**config.mk**
```make
export PLATFORM = sky130hd
export DESIGN_NAME = rice_decode_with_escape_top
export DESIGN_NICKNAME = d
export VERILOG_FILES = /design/src/rdwe_pkg.sv /design/src/rdwe_byte_queue.sv /design/src/rdwe_bit_decoder.sv /design/src/rice_decode_with_escape_top.sv
export SDC_FILE = /design/constraint.sdc
export NUM_CORES = 1
export LEC_CHECK = 0
export BUFFER_PORTS_ARGS = -buffer_cell sky130_fd_sc_hd__buf_2
export CAP_MARGIN = 20
export CORE_MARGIN = 5
export CORE_UTILIZATION = 41
export DETAILED_ROUTE_END_ITERATION = 16
export GPL_ROUTABILITY_DRIVEN = 0
export MAX_ROUTING_LAYER = met4
export PLACE_DENSITY = 0.65
export SYNTH_ARGS = -nofsm -noshare
export SYNTH_HDL_FRONTEND = slang
export SYNTH_SLANG_ARGS = --single-unit
```
**constraint.sdc**
```tcl
create_clock -name clk -period 8.2 [get_ports clk]
set_clock_uncertainty 0.1 [all_clocks]
set_input_delay 1.64 -clock clk [delete_from_list [all_inputs] [get_ports clk]]
set_output_delay 1.64 -clock clk [all_outputs]
set_load 0.005 [all_outputs]
```
**src/rdwe_pkg.sv**
```systemverilog
// Shared types and constants for the Rice decoder with escape.
// No dependencies; imported by every module of the block.
package rdwe_pkg;

	localparam int unsigned RDWE_QUEUE_DEPTH = 2;
	localparam int unsigned CFG_IDX_W = 2;
	localparam int unsigned CFG_DATA_W = 8;

	localparam logic [CFG_IDX_W-1:0] CFG_RICE_PARAM   = 2'd0;
	localparam logic [CFG_IDX_W-1:0] CFG_PREFIX_LIMIT = 2'd1;
	localparam logic [CFG_IDX_W-1:0] CFG_ESCAPE_WIDTH = 2'd2;

	localparam logic [5:0] ESC_WIDTH_MAX = 6'd32;

	typedef struct packed {
		logic [4:0] rice_param;
		logic [7:0] prefix_limit;
		logic [5:0] escape_width;
	} rdwe_cfg_t;

	localparam rdwe_cfg_t CFG_RESET = '{rice_param: 5'd0, prefix_limit: 8'd9,
		escape_width: 6'd16};

endpackage

```
**src/rdwe_byte_queue.sv**
```systemverilog
// Front end: short byte queue between the input channel and the bit decoder.
// Depends on rdwe_pkg.
module rdwe_byte_queue import rdwe_pkg::*; #(
	parameter int unsigned DEPTH = RDWE_QUEUE_DEPTH
) (
	input  logic       clk,
	input  logic       arst_n,
	input  logic       in_valid,
	output logic       in_stall,
	input  logic [7:0] data_byte,
	output logic       q_valid,
	output logic [7:0] q_byte,
	input  logic       q_pop
);

	localparam int unsigned PTR_W = (DEPTH > 1) ? $clog2(DEPTH) : 1;
	localparam int unsigned CNT_W = $clog2(DEPTH + 1);
	localparam logic [PTR_W-1:0] PTR_LAST = PTR_W'(DEPTH - 1);
	localparam logic [CNT_W-1:0] CNT_FULL = CNT_W'(DEPTH);

	logic [7:0]       mem_q [DEPTH];
	logic [PTR_W-1:0] wr_ptr_q;
	logic [PTR_W-1:0] rd_ptr_q;
	logic [CNT_W-1:0] count_q;
	logic             push;
	logic             pop;

	assign in_stall = (count_q == CNT_FULL);
	assign q_valid  = (count_q != '0);
	assign q_byte   = mem_q[rd_ptr_q];
	assign push     = in_valid && !in_stall;
	assign pop      = q_pop && q_valid;

	always_ff @(posedge clk) begin
		if (push) begin
			mem_q[wr_ptr_q] <= data_byte;
		end
	end

	always_ff @(posedge clk or negedge arst_n) begin
		if (!arst_n) begin
			wr_ptr_q <= '0;
			rd_ptr_q <= '0;
			count_q  <= '0;
		end else begin
			if (push) begin
				wr_ptr_q <= (wr_ptr_q == PTR_LAST) ? '0 : wr_ptr_q + PTR_W'(1);
			end
			if (pop) begin
				rd_ptr_q <= (rd_ptr_q == PTR_LAST) ? '0 : rd_ptr_q + PTR_W'(1);
			end
			if (push && !pop) begin
				count_q <= count_q + CNT_W'(1);
			end else if (pop && !push) begin
				count_q <= count_q - CNT_W'(1);
			end
		end
	end

endmodule

```
**src/rdwe_bit_decoder.sv**
```systemverilog
// Back end: walks one stream bit per cycle unless stalled, holds one pending
// result to mark each byte's last, drives the output register. Uses rdwe_pkg.
module rdwe_bit_decoder import rdwe_pkg::*; (
	input  logic        clk,
	input  logic        arst_n,
	input  rdwe_cfg_t   cfg,
	input  logic        cfg_clr,
	input  logic        q_valid,
	input  logic [7:0]  q_byte,
	output logic        q_pop,
	output logic        out_valid,
	input  logic        out_stall,
	output logic [31:0] value,
	output logic        is_error,
	output logic        last_of_byte
);

	typedef enum logic [1:0] {
		PH_PREFIX = 2'd0,
		PH_REM    = 2'd1,
		PH_ESC    = 2'd2,
		PH_HOLD   = 2'd3
	} phase_t;

	phase_t      phase_q, nx_phase;
	logic [7:0]  zc_q, nx_zc, zc_inc;
	logic [31:0] acc_q, nx_acc, acc_n;
	logic [5:0]  bl_q, nx_bl, bl_n;
	logic [7:0]  cur_q;
	logic [2:0]  idx_q;
	logic        busy_q;
	logic        pend_v_q, pend_done_q, pend_err_q;
	logic [31:0] pend_val_q;
	logic        out_valid_q, out_err_q, out_last_q;
	logic [31:0] out_val_q;

	logic [7:0]  lim;
	logic [5:0]  ew;
	logic        bit_in, prod, perr, bend;
	logic [31:0] pval;
	logic        slot_free, step, push, take;

	assign lim = (cfg.prefix_limit == 8'd0) ? 8'd1 : cfg.prefix_limit;
	assign ew  = (cfg.escape_width > ESC_WIDTH_MAX) ? ESC_WIDTH_MAX : cfg.escape_width;

	always_comb begin
		bit_in   = cur_q[idx_q];
		nx_phase = phase_q;
		nx_zc    = zc_q;
		nx_acc   = acc_q;
		nx_bl    = bl_q;
		prod     = 1'b0;
		perr     = 1'b0;
		pval     = '0;
		bend     = (idx_q == 3'd0);
		zc_inc   = zc_q + 8'd1;
		acc_n    = {acc_q[30:0], bit_in};
		bl_n     = bl_q - 6'd1;
		case (phase_q)
			PH_PREFIX: begin
				if (!bit_in) begin
					if (zc_inc >= lim) begin
						prod     = 1'b1;
						perr     = 1'b1;
						nx_phase = PH_HOLD;
						nx_zc    = '0;
						nx_acc   = '0;
						nx_bl    = '0;
						bend     = 1'b1;
					end else begin
						nx_zc = zc_inc;
					end
				end else if ({1'b0, zc_q} + 9'd1 == {1'b0, lim}) begin
					nx_zc  = '0;
					nx_acc = '0;
					if (ew == 6'd0) begin
						prod = 1'b1;
						pval = 32'd1;
					end else begin
						nx_bl    = ew;
						nx_phase = PH_ESC;
					end
				end else if (cfg.rice_param == 5'd0) begin
					prod  = 1'b1;
					pval  = {24'd0, zc_q};
					nx_zc = '0;
				end else begin
					nx_acc   = '0;
					nx_bl    = {1'b0, cfg.rice_param};
					nx_phase = PH_REM;
				end
			end
			PH_REM, PH_ESC: begin
				nx_acc = acc_n;
				nx_bl  = bl_n;
				if (bl_n == 6'd0) begin
					prod     = 1'b1;
					pval     = (phase_q == PH_REM)
						? ({24'd0, zc_q} << cfg.rice_param) + acc_n
						: acc_n + 32'd1;
					nx_phase = PH_PREFIX;
					nx_zc    = '0;
					nx_acc   = '0;
				end
			end
			default: begin
				bend = 1'b1;
			end
		endcase
	end

	assign slot_free = !out_valid_q || !out_stall;
	assign step      = busy_q && (!(prod && pend_v_q) || slot_free);
	assign push      = slot_free && pend_v_q && (pend_done_q || (busy_q && prod));
	assign take      = q_valid && (!busy_q || (step && bend));
	assign q_pop     = take;

	always_ff @(posedge clk or negedge arst_n) begin
		if (!arst_n) begin
			phase_q     <= PH_PREFIX;
			zc_q        <= '0;
			acc_q       <= '0;
			bl_q        <= '0;
			cur_q       <= '0;
			idx_q       <= '0;
			busy_q      <= 1'b0;
			pend_v_q    <= 1'b0;
			pend_done_q <= 1'b0;
			pend_val_q  <= '0;
			pend_err_q  <= 1'b0;
			out_valid_q <= 1'b0;
			out_val_q   <= '0;
			out_err_q   <= 1'b0;
			out_last_q  <= 1'b0;
		end else begin
			if (cfg_clr) begin
				phase_q <= PH_PREFIX;
				zc_q    <= '0;
				acc_q   <= '0;
				bl_q    <= '0;
			end else if (step) begin
				phase_q <= nx_phase;
				zc_q    <= nx_zc;
				acc_q   <= nx_acc;
				bl_q    <= nx_bl;
			end
			if (take) begin
				cur_q  <= q_byte;
				busy_q <= 1'b1;
				idx_q  <= 3'd7;
			end else if (step) begin
				if (bend) begin
					busy_q <= 1'b0;
				end else begin
					idx_q <= idx_q - 3'd1;
				end
			end
			if (step && prod) begin
				pend_v_q    <= 1'b1;
				pend_done_q <= bend;
				pend_val_q  <= pval;
				pend_err_q  <= perr;
			end else if (push) begin
				pend_v_q    <= 1'b0;
				pend_done_q <= 1'b0;
			end else if (step && bend) begin
				pend_done_q <= pend_v_q;
			end
			if (push) begin
				out_valid_q <= 1'b1;
				out_val_q   <= pend_val_q;
				out_err_q   <= pend_err_q;
				out_last_q  <= pend_done_q;
			end else if (!out_stall) begin
				out_valid_q <= 1'b0;
			end
		end
	end

	assign out_valid    = out_valid_q;
	assign value        = out_val_q;
	assign is_error     = out_err_q;
	assign last_of_byte = out_last_q;

	assert property (@(posedge clk) disable iff (!arst_n) pend_done_q |-> pend_v_q)
		else $error("pending end-of-byte mark without a pending result");
	assert property (@(posedge clk) disable iff (!arst_n)
		(phase_q == PH_HOLD) |-> (zc_q == 8'd0 && bl_q == 6'd0))
		else $error("error hold with live decode state");
	assert property (@(posedge clk) disable iff (!arst_n)
		(phase_q == PH_REM || phase_q == PH_ESC) |-> (bl_q != 6'd0))
		else $error("field phase with no bits left");
	assert property (@(posedge clk) disable iff (!arst_n)
		(step && prod && pend_v_q) |-> push)
		else $error("pending result overwritten without being sent");

endmodule

```
**src/rice_decode_with_escape_top.sv**
```systemverilog
// Top level of the Rice decoder with escape: configuration registers, front
// byte queue and back bit decoder. Depends on rdwe_pkg and both submodules.
//
//  channel  direction  handshake             payload
//  in       sink       in_valid / in_stall   data_byte
//  out      source     out_valid / out_stall value, is_error, last_of_byte
//  cfg      sink       cfg_valid / cfg_ready cfg_index, cfg_data
//
// One stream bit is decoded per cycle while the decoder is not halted. The walk
// of a byte stops at its error bit, and a byte in error hold is dropped.
// A result waits in a pending register; once the output register is free it
// enters it as the next code closes, or after its end-of-byte mark is set.
// Reset and any write to cfg_index 0 to 2 return the decoder to prefix counting.
// A stalled output halts the decoder only when a result is already pending
// behind the stalled beat and another code closes.
module rice_decode_with_escape_top import rdwe_pkg::*; #(
	parameter int unsigned QUEUE_DEPTH = RDWE_QUEUE_DEPTH
) (
	input  logic                  clk,
	input  logic                  arst_n,
	input  logic                  in_valid,
	output logic                  in_stall,
	input  logic [7:0]            data_byte,
	output logic                  out_valid,
	input  logic                  out_stall,
	output logic [31:0]           value,
	output logic                  is_error,
	output logic                  last_of_byte,
	input  logic                  cfg_valid,
	output logic                  cfg_ready,
	input  logic [CFG_IDX_W-1:0]  cfg_index,
	input  logic [CFG_DATA_W-1:0] cfg_data
);

	rdwe_cfg_t  cfg_q;
	logic       cfg_wr;
	logic       cfg_clr;
	logic       q_valid;
	logic [7:0] q_byte;
	logic       q_pop;

	assign cfg_ready = 1'b1;
	assign cfg_wr    = cfg_valid && cfg_ready;
	assign cfg_clr   = cfg_wr
		&& (cfg_index inside {CFG_RICE_PARAM, CFG_PREFIX_LIMIT, CFG_ESCAPE_WIDTH});

	always_ff @(posedge clk or negedge arst_n) begin
		if (!arst_n) begin
			cfg_q <= CFG_RESET;
		end else if (cfg_wr) begin
			case (cfg_index)
				CFG_RICE_PARAM:   cfg_q.rice_param   <= cfg_data[4:0];
				CFG_PREFIX_LIMIT: cfg_q.prefix_limit <= cfg_data[7:0];
				CFG_ESCAPE_WIDTH: cfg_q.escape_width <= cfg_data[5:0];
				default: begin
				end
			endcase
		end
	end

	rdwe_byte_queue #(
		.DEPTH(QUEUE_DEPTH)
	) u_queue (
		.clk       (clk),
		.arst_n    (arst_n),
		.in_valid  (in_valid),
		.in_stall  (in_stall),
		.data_byte (data_byte),
		.q_valid   (q_valid),
		.q_byte    (q_byte),
		.q_pop     (q_pop)
	);

	rdwe_bit_decoder u_decoder (
		.clk          (clk),
		.arst_n       (arst_n),
		.cfg          (cfg_q),
		.cfg_clr      (cfg_clr),
		.q_valid      (q_valid),
		.q_byte       (q_byte),
		.q_pop        (q_pop),
		.out_valid    (out_valid),
		.out_stall    (out_stall),
		.value        (value),
		.is_error     (is_error),
		.last_of_byte (last_of_byte)
	);

endmodule

```
After elaboration in Yosys (flattened, before gate mapping)
Memory sizes are Yosys's and may differ from the RTL's. A register that Yosys moved wholly into a read port is not among the register bits.
Index checks and enable logic that the tools add are counted.

operators by class
  add/sub/neg operators = 10
  order comparisons = 3
  eq/ne operators = 13
  shift operators = 1
  multiplexer cells = 75
  reductions and logical operators = 51

operators with widths
  kind                   count
  $mux 31                7
  $mux 32                4
  $mux 8                 9
  $pmux 32 s2            1
  $pmux 31 s2            1
  $mux 6                 8
  $add 32x1->32 const B  1
  $add 32x32->32         1
  $shl 8x5->32           1
  $mux 1                 26
  $mux 2                 10
  $pmux 8 s2             1
  $ne 5x5->1 const B     3
  $logic_and 1x1->1      13
  $logic_not 6->1        2
  $pmux 6 s2             1
  $reduce_bool 2->1      6
  $reduce_and 2->1       5
  $add 8x1->9 const B    1
  $eq 9x8->1             1
  $mux 3                 3
  $reduce_bool 3->1      3
  $add 8x1->8 const B    1
  $ge 8x8->1             1
  26 further kinds       43

word-level totals
  register bits = 144
  RAM bits = 16
  bits of input ports = 23
  logic and storage cells = 174
  memories = 1

memories
  memory         depth  bits a word  read ports  clocked after Yosys merged registers in  write ports  line                   RTL
  u_queue.mem_q  2      8            1           1                                        1            rdwe_byte_queue.sv:21  logic [7:0] mem_q [DEPTH];

Depth between registers and ports, before layout
  depth in word-level cells = 18
  depth in mapped cells = 19
  depth with buffers taken out = 17

Modules after synthesis
Synthesis repeated with hierarchy kept, for this count alone.

second synthesis, totals
  cells, all modules = 958
  area total of the unflattened synthesis = 9825.7 sq um

by module, submodules not included
  module                       instances  cells an instance  area each (sq um)  sequential area each (sq um)
  rdwe_bit_decoder             1          870                8286.7             3228.1
  rdwe_byte_queue              1          44                 785.8              580.6
  rice_decode_with_escape_top  1          44                 753.2              479.2

Worst setup path before layout
Ideal clock, no wire load.

  path kind = register to register
  start point = register u_decoder.zc_q[0]
  end point = register u_queue.count_q[1]
  library setup time = 0.079 ns
  data arrival time = 3.928 ns
  setup slack = 4.093 ns
  cell stages (with the launch flop) = 17
  clock period less this slack = 4.107 ns
  cell sequence = dfrtp_1 -> ha_1 -> nand3_1 -> o21a_1 -> or2_2 -> ha_1 -> and3_1 -> and4_1 -> a21oi_1 -> o311a_2 -> o21ai_4 -> a21oi_2 -> or2_2 -> buf_2 -> ha_1 -> nor2_1 -> xor2_1

between the ends
  cells in the longest elaborated chain, start to end = 16

RTL lines
  item                                                line                                            RTL
  from (decl)                                         rdwe_bit_decoder.sv:26                          logic [7:0] zc_q, nx_zc, zc_inc;
  from (signal assigned)                              rdwe_bit_decoder.sv:143                         zc_q <= nx_zc;
  $add 8x1->8 / $add 8x1->9 (equally long branches)   rdwe_bit_decoder.sv:56, rdwe_bit_decoder.sv:73
  $ge 8x8->1 / $eq 9x8->1 (equally long branches)     rdwe_bit_decoder.sv:62, rdwe_bit_decoder.sv:73
  $mux 1 (on tied branches)                           rdwe_bit_decoder.sv:62, rdwe_bit_decoder.sv:73
  $mux 1                                              rdwe_bit_decoder.sv:61                          if (!bit_in) begin
  $pmux 1 s2                                          rdwe_bit_decoder.sv:59                          case (phase_q)
  $logic_and 1x1->1                                   rdwe_bit_decoder.sv:113                         assign step = busy_q && (!(prod && pend_v_q) || slot_free);
  $logic_not 1->1                                     rdwe_bit_decoder.sv:113
  $logic_or 1x1->1                                    rdwe_bit_decoder.sv:113
  $logic_and 1x1->1                                   rdwe_bit_decoder.sv:113
  $logic_and 1x1->1 *                                 rdwe_bit_decoder.sv:115                         assign take = q_valid && (!busy_q || (step && bend));
  $logic_or 1x1->1 *                                  rdwe_bit_decoder.sv:115
  $logic_and 1x1->1 *                                 rdwe_bit_decoder.sv:115
  $logic_and 1x1->1 *                                 rdwe_byte_queue.sv:32                           assign pop = q_pop && q_valid;
  $logic_not 1->1                                     rdwe_byte_queue.sv:52                           if (push && !pop) begin
  $logic_and 1x1->1                                   rdwe_byte_queue.sv:52
  $mux 2 / $reduce_bool 2->1 (equally long branches)  n/a
  to (signal assigned)                                rdwe_byte_queue.sv:53                           count_q <= count_q + CNT_W'(1);
  to (signal assigned)                                rdwe_byte_queue.sv:55                           count_q <= count_q - CNT_W'(1);
  to (decl)                                           rdwe_byte_queue.sv:24                           logic [CNT_W-1:0] count_q;

Mark *: on every way between the ends. The rest lies on a longest branch, timed or not.
A chain may end at the register's enable or synchronous reset.

Worst setup path after layout
Same ends and word-level chain as after synthesis.

==> qor.txt <==
Vias: 7,373
Final TNS setup: 0 ns
Fin nets: 1,095
CTS tree: done
Pwr/cell area: 265 mW/mm²
RSZ-0062 raised after global routing: no
Synth warn: 0
Most frequent cell after synthesis: dfrtp_1
DR WL/cell: 15.9 µm
Most area-consuming cells after synthesis: dfrtp_1 39%, mux2_2 6.6%, ha_1 6.2%, o21ai_0 5.4%, nand2_1 5.1%
Later-pin clock latency in the skew report: 0.44 ns
Hold Path Class: register to register
Fillers: 2,268
Worst R2R Path Depth: 16
Layout cells sized above 1: 17.8%
Async SR Flop Fraction: 90.5%
Final instance area: 0.0108 mm²
WHS: 0.373 ns
Required time at the worst-slack endpoint: 8.42 ns
TritonCTS Sinks: 168
Fin. max-slew vios: 0
WL final: 21,600 µm
WHS Endpoint: u_decoder.pend_val_q[9]
Clock buffer count from CTS: 17
Cts hold-fix bufs: 0
Area post-placement: 0.0102 mm²
Register area share after synthesis: 44.4%
Hold Path Depth: 2
Distinct cells, synth: 77
First-pass GRT wire length: 36,800 µm
Primary FF master, synth: dfrtp_1
Number of max-cap violations: 0
CP max FO: 13
Crit share post-route: 58.1%
Met1 Use GR: 25.1%
Die area: 0.0267 mm²
Max Buffers Root-to-Sink: 2
Initial antenna violation count: 0
Core Area: 0.0233 mm²
Worst Tran Pin Value: 0.904 ns
Leak Pwr: 0.00505 µW
Yosys reg bits: 168
Critical path capture point type: register
Vias in the first global route: 7,142
Starting density of the core: 41.4%
Number of port buffers: 58
Tmin final: 4.76 ns
Area Growth Syn to Fin: 12.1%
DR vias/cell: 5.44
Post-synth top area cell: dfrtp_1
Reg-to-Reg End: u_queue.count_q[1]
Syn_nets: 1,056
Critical path type: register to register
Drt pass-1 iters: 5
Area of the multi-input gates: 0.00507 mm²
Power Total: 2870 µW
Post-synth EDFFs: 16
Flop2flop setup slack: 3.44 ns
# Post-CTS Setup Buffers: 0
Slew Limit Headroom: 39.8%
Top cells by count, synth: 149 x dfrtp_1, 131 x nand2_1, 105 x o21ai_0, 64 x nor2_1, 57 x mux2_2
Post-DP HPWL: 16,000 µm
Chip Width: 163 µm
GR Util met3: 3.36%
Sequential Area: 0.00429 mm²
Resized cells post-CTS: 0
Fmax: 210 MHz
Cells after Synth: 984
VDD IR max: 0.147 mV
Final number of hold-violating endpoints: 0
Gr busiest metal: met2
Status: complete, no violations
Synth top area share: 38.6%
Min-delay src: u_decoder.pend_val_q[9]
IO Count: 60
Total Routing Usage GR: 17.5%
Met2 Usage GRT: 25.1%
Ant diodes: 0
# DRC: 0
Arr. time, crit path: 4.99 ns
Crit start category: register
First DRT Iteration DRCs: 652
Average size of a mapped cell: 9.82 µm²
CTS root buf: clkbuf_16
Clock-pin slew of the registers on the worst-case setup and hold paths: 0.07 ns
Post-DRT Antenna Nets: 0
Post-Syn Area: 0.00966 mm²
Grt ovf: 0
DIE HEIGHT: 163 µm
Pin count of the biggest net entering global routing: 85
H-tree depth: 4
Final setup vio count: 0
Cell Rows: 56
R2r startpoint: u_decoder.zc_q[0]
-- registers in the layout, indices dropped and copies added, names as in the netlist, 2 cells and up --
register and cells:
u_decoder.acc_q 31, u_decoder.idx_q 3, u_decoder.cur_q 8, cfg_q 19, u_decoder.phase_q 2, u_decoder.value 32
u_decoder.pend_val_q 32, u_decoder.zc_q 8, u_decoder.bl_q 6, u_queue.count_q 2, u_queue.mem_q 16
-- critical path, cell delays in order, from the launching register on --
cell      delay [ns]
dfrtp_1         0.54
ha_1            0.29
nand3_1         0.21
o21a_1          0.25
or2_2           0.29
ha_1            0.31
and3_1          0.21
a221oi_1        0.39
o21a_1          0.22
nor3_1          0.09
or3_1           0.48
a21oi_2         0.39
or2_2           0.33
ha_1            0.20
xor2_1          0.15
nor2_1          0.06
xor2_1          0.13
-- kinds of logic (layout without fill, tap and decap cells) --
| logic type | after synthesis | count (layout) | synth area share (%) |
|---|---|---|---|
| AND/OR/NAND/NOR | 313 | 313 | 15.4 |
| AO/OA/AOI/OAI | 256 | 256 | 17.2 |
| flip-flops | 168 | 168 | 44.4 |
| multiplexers | 84 | 84 | 10.0 |
| buffers and inverters | 76 | 128 | 3.19 |
| adder cells (fa/ha/maj) | 49 | 49 | 6.43 |
| XOR/XNOR | 37 | 37 | 3.36 |
| other | 1 | 1 | 0.0388 |
-- report_power, final --
| group | total, µW | internal, µW | switching (µW) | leakage [µW] |
|---|---|---|---|---|
| combinational | 1000 | 393 | 607 | 0.00259 |
| sequential | 1080 | 955 | 120 | 0.00218 |
| clock | 796 | 415 | 380 | 0.000286 |
| total | 2870 | 1760 | 1110 | 0.00505 |
-- layer usage --
layer / share of wire (%) / wire length, µm
met1: 50 / 10700
met2: 43 / 9280
met3: 5.4 / 1170
met4: 2.0 / 425
met5: 0 / 0
-- cells in the final DEF, fill, tap and decap left out, types with 5 or more instances in the layout --
cell and instances:
and3_1 7, nor2_1 64, a211oi_1 7, nand2_1 131
edfxtp_1 16, inv_1 31, or2_2 9, a22oi_1 8
dfrtp_1 149, nor2b_1 11, nand3_1 15, a221oi_1 5
nor3_1 19, clkbuf_16 17, nand2b_1 11, ha_1 48
a32o_1 5, or3_1 10, nor4_1 5, a22o_1 6
a31oi_1 6, a21o_1 27, o211ai_1 5, xnor2_1 21
inv_8 6, o21a_1 8, buf_4 6, mux2i_1 23
a21oi_1 33, xor2_1 16, buf_2 57, and2_1 9
mux2_2 57, o21ai_0 105
-- through the flow --
step	utilization, %	setup WS (ns)	cells
after floorplan	-	4.09	984
after global placement	43.8	3.55	1322
after detailed placement	43.9	3.49	1323
after CTS	46.4	3.46	1355
after global routing	46.4	3.17	1355
final	46.4	3.44	1355
-- worst max path at each step --
stage	from	end	slack (ns)	cells after the start
floorplan	u_decoder.zc_q[0]	u_queue.count_q[1]	4.09	16
CTS	u_decoder.zc_q[0]	u_queue.count_q[1]	3.46	16
finish	u_decoder.zc_q[0]	u_queue.count_q[1]	3.44	16
global placement	u_decoder.zc_q[0]	u_queue.count_q[1]	3.55	16
detailed placement	u_decoder.zc_q[0]	u_queue.count_q[1]	3.49	16
global route	u_decoder.zc_q[0]	u_queue.count_q[1]	3.17	15
-- area by class of cell --
cell class | count | share of cell area [%]
repair buffers | 65 | 3.41
multi-input cells | 740 | 46.9
clock buffers | 18 | 4.05
clock inverters | 14 | 1.33
flip-flops and latches | 168 | 39.6
well taps | 319 | 3.69
inverters | 31 | 1.07
Power figures use the tool's default switching activity.
